[src/rtl/lrup_pkg.sv]
// Shared types and constants for the LRU page replacement unit.
// No dependencies; every other file imports this package.
package lrup_pkg;

    localparam int unsigned PAGE_W  = 8;
    localparam int unsigned FAULT_W = 16;
    localparam int unsigned CFG_W   = 4;

    localparam logic [CFG_W-1:0]   CFG_RESET = 4'd8;
    localparam logic [FAULT_W-1:0] FAULT_MAX = 16'hFFFF;

    // Request: one page reference.
    typedef struct packed {
        logic [PAGE_W-1:0] page;
        logic              last_reference;
    } t_req;

    // Result: one per request.
    typedef struct packed {
        logic               hit;
        logic [FAULT_W-1:0] fault_index;
        logic               evicted_valid;
        logic [PAGE_W-1:0]  evicted_page;
        logic               done_res;
    } t_res;

    // Per-cell control from the top level.
    typedef struct packed {
        logic write;      // request accepted this cycle
        logic found;      // page resident somewhere in the stack
        logic evict;      // miss with all frames used
        logic valid;      // slot index below fill count
        logic at_top;     // slot receives the referenced page
        logic below_top;  // slot lies under the top slot
    } t_cell_ctl;

endpackage

[src/rtl/lru_page_replacement_unit.sv]
// Top level of the LRU page replacement unit: request/result handshake,
// fill count, fault counter and the chain of lrup_cell slots. Uses lrup_pkg.
//
// Usage:
//   Requests: drive i_req (page, last_reference) and raise start; a request
//   is taken at each rising edge with start high and busy low. busy stays
//   low, so one request per cycle is sustained.
//   Results: o_res is valid for exactly one cycle with o_res_strobe high,
//   the cycle after its request was taken (throughput 1/cycle).
//   There is no back pressure; the receiver must take every result.
//   Config: frames_in_use is written through i_cfg_data when i_cfg_valid
//   and o_cfg_ready are high; o_cfg_ready is always high. Write only while
//   no request is in flight. 0 acts as 1, values above FRAMES act as FRAMES.
//   The rate is set by the combinational compare/shift across the cell chain:
//   every slot compares the page, the match ripples up the chain, and all
//   slots update at the same edge.
//   Reset (i_rst_n low, synchronous): fill count and fault count clear,
//   frames_in_use returns to 8, no result strobe. Slot contents are not
//   cleared; slots at or above the fill count are never searched.
//   A request with last_reference set empties the stack and fault count
//   after its own result, starting a new reference string.
module lru_page_replacement_unit #(
    parameter int unsigned FRAMES = 8
) (
    input  logic                       i_clk,
    input  logic                       i_rst_n,
    input  logic                       start,
    output logic                       busy,
    input  lrup_pkg::t_req             i_req,
    output logic                       o_res_strobe,
    output lrup_pkg::t_res             o_res,
    input  logic                       i_cfg_valid,
    output logic                       o_cfg_ready,
    input  logic [lrup_pkg::CFG_W-1:0] i_cfg_data
);
    import lrup_pkg::*;

    localparam int unsigned CW = $clog2(FRAMES + 1);

    logic [CFG_W-1:0]   r_frames_in_use;
    logic [CW-1:0]      r_filled;
    logic [CW-1:0]      n_filled;
    logic [FAULT_W-1:0] r_faults;
    logic [FAULT_W-1:0] n_faults;
    logic               r_res_strobe;
    t_res               r_res;
    t_res               n_res;

    logic               w_accept;
    logic [CW-1:0]      w_cap;
    logic               w_found;
    logic               w_evict;
    logic [CW-1:0]      w_top_idx;
    logic [FRAMES:0]    w_seen;
    logic [PAGE_W-1:0]  w_page [FRAMES];

    assign busy        = 1'b0;
    assign o_cfg_ready = 1'b1;
    assign w_accept    = start && !busy;

    // clamp capacity to 1..FRAMES
    always_comb begin
        if (r_frames_in_use == '0) begin
            w_cap = CW'(1);
        end else if (32'(r_frames_in_use) > 32'(FRAMES)) begin
            w_cap = CW'(FRAMES);
        end else begin
            w_cap = CW'(r_frames_in_use);
        end
    end

    assign w_found   = w_seen[FRAMES];
    assign w_evict   = !w_found && (r_filled >= w_cap);
    // hit/evict: top is filled-1; append: top is filled
    assign w_top_idx = (w_found || w_evict) ? (r_filled - CW'(1)) : r_filled;

    assign w_seen[0] = 1'b0;

    for (genvar k = 0; k < FRAMES; k++) begin : g_cell
        t_cell_ctl         w_ctl;
        logic [PAGE_W-1:0] w_upper;

        assign w_ctl.write     = w_accept;
        assign w_ctl.found     = w_found;
        assign w_ctl.evict     = w_evict;
        assign w_ctl.valid     = CW'(k) < r_filled;
        assign w_ctl.at_top    = CW'(k) == w_top_idx;
        assign w_ctl.below_top = CW'(k) < w_top_idx;

        // top cell has no upper neighbor; it never shifts
        if (k == FRAMES - 1) begin : g_last
            assign w_upper = i_req.page;
        end else begin : g_mid
            assign w_upper = w_page[k+1];
        end

        lrup_cell u_cell (
            .i_clk        (i_clk),
            .i_ctl        (w_ctl),
            .i_page       (i_req.page),
            .i_upper_page (w_upper),
            .i_seen       (w_seen[k]),
            .o_seen       (w_seen[k+1]),
            .o_page       (w_page[k])
        );
    end

    always_comb begin
        n_filled = r_filled;
        n_faults = r_faults;
        if (w_accept) begin
            if (i_req.last_reference) begin
                n_filled = '0;
                n_faults = '0;
            end else begin
                if (!w_found && !w_evict) begin
                    n_filled = r_filled + CW'(1);
                end
                if (!w_found && (r_faults != FAULT_MAX)) begin
                    n_faults = r_faults + FAULT_W'(1);
                end
            end
        end
    end

    always_comb begin
        n_res.hit           = w_found;
        n_res.fault_index   = r_faults;
        n_res.evicted_valid = w_evict;
        n_res.evicted_page  = w_evict ? w_page[0] : '0;
        n_res.done_res      = i_req.last_reference;
    end

    always_ff @(posedge i_clk) begin
        if (!i_rst_n) begin
            r_frames_in_use <= CFG_RESET;
            r_filled        <= '0;
            r_faults        <= '0;
            r_res_strobe    <= 1'b0;
        end else begin
            if (i_cfg_valid && o_cfg_ready) begin
                r_frames_in_use <= i_cfg_data;
            end
            r_filled     <= n_filled;
            r_faults     <= n_faults;
            r_res_strobe <= w_accept;
        end
    end

    always_ff @(posedge i_clk) begin
        if (w_accept) begin
            r_res <= n_res;
        end
    end

    assign o_res_strobe = r_res_strobe;
    assign o_res        = r_res;

`ifndef SYNTHESIS
    a_fill_bound: assert property (@(posedge i_clk) disable iff (!i_rst_n)
        32'(r_filled) <= 32'(FRAMES))
        else $error("fill count above frame count");

    a_result_follows: assert property (@(posedge i_clk) disable iff (!i_rst_n)
        w_accept |=> o_res_strobe)
        else $error("accepted request produced no result");

    a_hit_no_evict: assert property (@(posedge i_clk) disable iff (!i_rst_n)
        o_res_strobe |-> !(o_res.hit && o_res.evicted_valid))
        else $error("hit reported together with eviction");

    a_hit_keeps_fill: assert property (@(posedge i_clk) disable iff (!i_rst_n)
        (w_accept && w_found && !i_req.last_reference) |=> r_filled == $past(r_filled))
        else $error("hit changed fill count");
`endif

endmodule

[src/rtl/lrup_cell.sv]
// One recency stack slot: compare against the request, pass the match chain
// upward, load the request page at the top or the upper neighbor's page on a shift. Uses lrup_pkg.
module lrup_cell (
    input  logic                       i_clk,
    input  lrup_pkg::t_cell_ctl        i_ctl,
    input  logic [lrup_pkg::PAGE_W-1:0] i_page,
    input  logic [lrup_pkg::PAGE_W-1:0] i_upper_page,
    input  logic                       i_seen,
    output logic                       o_seen,
    output logic [lrup_pkg::PAGE_W-1:0] o_page
);
    import lrup_pkg::*;

    logic [PAGE_W-1:0] r_page;
    logic [PAGE_W-1:0] n_page;
    logic              w_match;
    logic              w_shift;

    assign w_match = i_ctl.valid && (r_page == i_page);
    assign o_seen  = i_seen | w_match;
    assign o_page  = r_page;

    // at or above the hit slot (or everything on eviction), under the top
    assign w_shift = (i_ctl.found ? o_seen : i_ctl.evict) && i_ctl.below_top;

    always_comb begin
        n_page = r_page;
        if (i_ctl.write) begin
            if (i_ctl.at_top) begin
                n_page = i_page;
            end else if (w_shift) begin
                n_page = i_upper_page;
            end
        end
    end

    always_ff @(posedge i_clk) begin
        r_page <= n_page;
    end

endmodule
[config.mk]
export PLATFORM = sky130hd
export DESIGN_NAME = lru_page_replacement_unit
export DESIGN_NICKNAME = d
export VERILOG_FILES = /design/src/rtl/lrup_pkg.sv /design/src/rtl/lru_page_replacement_unit.sv /design/src/rtl/lrup_cell.sv
export SDC_FILE = /design/constraint.sdc
export NUM_CORES = 1
export LEC_CHECK = 0
export BUFFER_PORTS_ARGS = -buffer_cell sky130_fd_sc_hd__clkbuf_2
export CAP_MARGIN = 20
export CORE_UTILIZATION = 35
export CTS_CLUSTER_SIZE = 25
export DETAILED_ROUTE_END_ITERATION = 6
export HOLD_SLACK_MARGIN = 0.05
export PLACE_DENSITY_LB_ADDON = 0.12
export SKIP_LAST_GASP = 1
export SLEW_MARGIN = 25
export SYNTH_ARGS = -nofsm -noshare
export SYNTH_HDL_FRONTEND = slang
export SYNTH_HIERARCHICAL = 1
export SYNTH_SLANG_ARGS = --single-unit
[constraint.sdc]
create_clock -name i_clk -period 14.61 [get_ports i_clk]
set_clock_uncertainty 0.1 [all_clocks]
set_input_delay 2.922 -clock i_clk [delete_from_list [all_inputs] [get_ports i_clk]]
set_output_delay 2.922 -clock i_clk [all_outputs]
set_load 0.05 [all_outputs]
==> metrics.md <==
| Metric | Value |
|---|---|
| Status | `complete, no violations` |
| DRT iter0 DRCs | `275` |
| Crit Path Category | `in -> reg` |
| Core Region | `18700 sq um` |
| Share of cells above drive strength 1 | `0.294` |
| Critical path's largest stage delay | `0.72 ns` |
| Critical path required time | `14.55 ns` |
| MaxCap Viol Count | `0` |
| Most common cell in the netlist | `edfxtp_1` |
| GRT Overall Usage | `0.150` |
| Placed instance area | `7090 sq um` |
| Final worst-path cycle share | `0.585` |
| Share of flip-flops with an asynchronous set or reset | `0` |
| Routed vias/inst | `5.25` |
| Via Count | `4460` |
| Final number of hold-violating endpoints | `0` |
| Endpoints failing setup | `0` |
| Final instance area | `7680 sq um` |
| Clock root buffer | `clkbuf_16` |
| Hold_sp | `r_frames_in_use[0]` |
| Post-CTS setup buffers | `0` |
| Post-Synthesis Cells | `564` |
| Number of global-route vias before repair | `4509` |
| Levels on crit path | `19` |
| # clock sinks | `116` |
| R2R Path End | `g_cell[5].u_cell/o_page[7]` |
| Cell repeated most along the worst path | `a41o_1` |
| Fin crit period | `8.54 ns` |
| Top cell type's share of synthesized area | `0.409` |
| Slew Limit Fails | `0` |
| Pwr Density | `114 nW/um^2` |
| GPL Wtd Cong | `0.834` |
| Yosys reg bits | `116` |
| Port bufs | `44` |
| Maximum clock frequency | `117 MHz` |
| Rows | `50` |
| Path depth of the worst reg2reg path | `19` |
| RSZ-0062 raised after global routing | `false` |
| Die X | `140 um` |
| Starting Density | `0.357` |
| Layout Nets | `628` |
| Crit path max-delay family | `compound AO/OA/AOI/OAI gates` |
| CTS Buffer Depth | `2` |
| CP cell instances | `clkbuf_2, xor2_1, nor4_4, a41o_1, a41o_1, a41o_1, a41o_1, a41o_1, a41o_1, a41o_1, a41o_1, buf_4, a211oi_1, a21boi_2, nand2_1, o32a_1, o22ai_1, o21ai_0, nor2_1` |
| DRT Pass-1 Iters | `4` |
| Yosys warns | `6` |
| Routed Antenna Nets | `0` |
| DP Wirelength | `9780 um` |
| WP data arrival | `8.48 ns` |
| Largest net degree at the start of global routing | `49` |
| Global-route wire length before repair | `23100 um` |
| Startpoint of the worst register-to-register path | `r_filled[0]` |
| Synth area leaders | `edfxtp_1 41%, mux2_2 12%, dfxtp_1 7.5%, xor2_1 7.5%, nor4_4 2.9%` |
| Reg2reg setup slack | `8.03 ns` |
| Mapped cell area | `6680 sq um` |
| Slowest-stage cell, CP | `o22ai_1` |
| Worst path bufs/invs | `2` |
| DRT Wirelength | `13900 um` |
| Clk slew on worst S/H paths | `0.05 ns` |
| Total global routing overflow | `0` |
| CP Capture Type | `register` |
| Worst slew margin | `0.384` |
| Diodes inserted | `0` |
| Max H-tree Level | `4` |
| CP Max Fanout | `27` |
| Clock insertion delay at the later pin of the skew report | `0.41 ns` |
| Hold WC Path Type | `reg -> reg` |
| Static Leak | `2.85 nW` |
| Antenna violations before repair | `0` |
| Worst setup SP type | `primary input` |
| Peak supply drop | `0.0000694 V` |
| Post-synth EDFFs | `91` |
| Die Height | `140 um` |
| Most frequent cells after synthesis | `91 x edfxtp_1, 72 x mux2_2, 57 x xor2_1, 38 x nor2_1, 26 x nand2_1` |
| Sequential-to-total area share from yosys stat | `0.484` |
| Area leader, netlist | `edfxtp_1` |
| Hold Path Depth | `2` |
| CTS tree | `built` |
| Die ar. | `19600 sq um` |
| Hold EP | `r_frames_in_use[0]` |
| Worst Tran Pin Value | `0.924 ns` |
| I/O Pins | `47` |
| Syn-to-layout area delta | `15.0%` |
| Synth cell types | `62` |
| Post-CTS sizing | `0` |
| Drt drc | `0` |
| Num CTS Buffers | `17` |
| Avg Cell Area, Syn | `11.8 sq um` |
| Power Total | `0.879 mW` |
| Post-synth top flop | `edfxtp_1` |
| Final setup TNS | `0 ns` |
| Hold buffers post-CTS | `0` |
| Drt wl/cell | `16.4 um` |
flip-flops by register name, indices dropped and copies added (netlist names):
| name | flops |
|---|---|
| o_res_strobe | 1 |
| o_res | 27 |
| r_frames_in_use | 4 |
| g_cell.u_cell/o_page | 64 |
| r_faults | 16 |
| r_filled | 4 |
worst reg2reg max path, stage by stage (launching register included):
cell and delay (ns):
dfxtp_1 0.45, inv_1 0.27, ha_1 0.45, nand2_1 0.18
a41o_1 0.23, a41o_1 0.22, a41o_1 0.22, a41o_1 0.22
a41o_1 0.24, a41o_1 0.23, a41o_1 0.21, a41o_1 0.20
buf_4 0.23, a211oi_1 0.29, a21boi_2 0.55, nand2_1 0.15
o32a_1 0.33, o22ai_1 0.72, o21ai_0 0.21, nor2_1 0.52
worst max-delay path by stage:
stage | startpoint | endpoint | slack, ns
after global placement | i_req[4] | g_cell[1].u_cell/o_page[1] | 5.74
after CTS | i_req[6] | g_cell[1].u_cell/o_page[6] | 5.94
final | i_req[6] | g_cell[5].u_cell/o_page[7] | 6.07
after detailed placement | i_req[4] | g_cell[1].u_cell/o_page[3] | 5.51
after floorplan | i_req[4] | g_cell[7].u_cell/o_page[0] | 7.15
after global routing | i_req[6] | g_cell[5].u_cell/o_page[7] | 5.67
stage by stage:
step | hold slack [ns] | instances | utilization | setup slack (ns)
6_report | 0.403 | 850 | 0.411 | 6.07
5_1_grt | 0.446 | 850 | 0.411 | 5.67
4_1_cts | 0.405 | 849 | 0.410 | 5.94
3_5_place_dp | 0.391 | 817 | 0.379 | 5.51
3_3_place_gp | 0.389 | 817 | 0.379 | 5.74
2_1_floorplan | 0.303 | 566 | - | 7.15
layer usage:
metal	share of wire	vias to the layer above	GRT usage
met5	0	-	0
met4	0.010	0	0.0480
met3	0.036	12	0.0356
met2	0.48	85	0.257
met1	0.47	2154	0.186
li1	-	2209	-
logic make-up (layout without fill, tap and decap cells):
kind of cell	Yosys count	in the layout	share of synthesized area
DFF	116	116	0.484
xor gates and xnor gates	66	66	0.0865
buffers and inverters	41	91	0.0275
muxes	75	75	0.126
adders and majority gates	8	8	0.0150
other	2	4	0.00112
AOI/OAI and AO/OA	99	99	0.106
and+or+nand+nor	157	157	0.154
where the power goes:
group	leakage [nW]	switching [mW]	internal [mW]	total (mW)
combinational	1.48	0.0611	0.0313	0.0924
sequential	1.07	0.00616	0.370	0.376
clock	0.293	0.142	0.268	0.410
layout make-up:
cell class,count,area [sq um]
Inverter,11,41.3
Fill cell,1745,11000
Sequential cell,116,3230
Timing Repair Buffer,48,250
Clock buffer,23,488
Tap cell,234,293
Clock inverter,9,101
Multi-Input combinational cell,409,3280
placed cells by master, fill, tap and decap left out, types with 9 or more instances in the layout:
master     netlist  routed
nand4_1         10      10
clkbuf_2         1      44
nor4_4           9       9
dfxtp_1         25      25
inv_1           11      11
nand2_1         26      26
nor2_1          38      38
and2_1           9       9
and3_1          10      10
clkbuf_16        0      17
edfxtp_1        91      91
mux2_2          72      72
a21oi_1         15      14
o21ai_0         19      19
xnor2_1          9       9
xor2_1          57      57
Note: power is estimated with default switching activity, not from simulation.
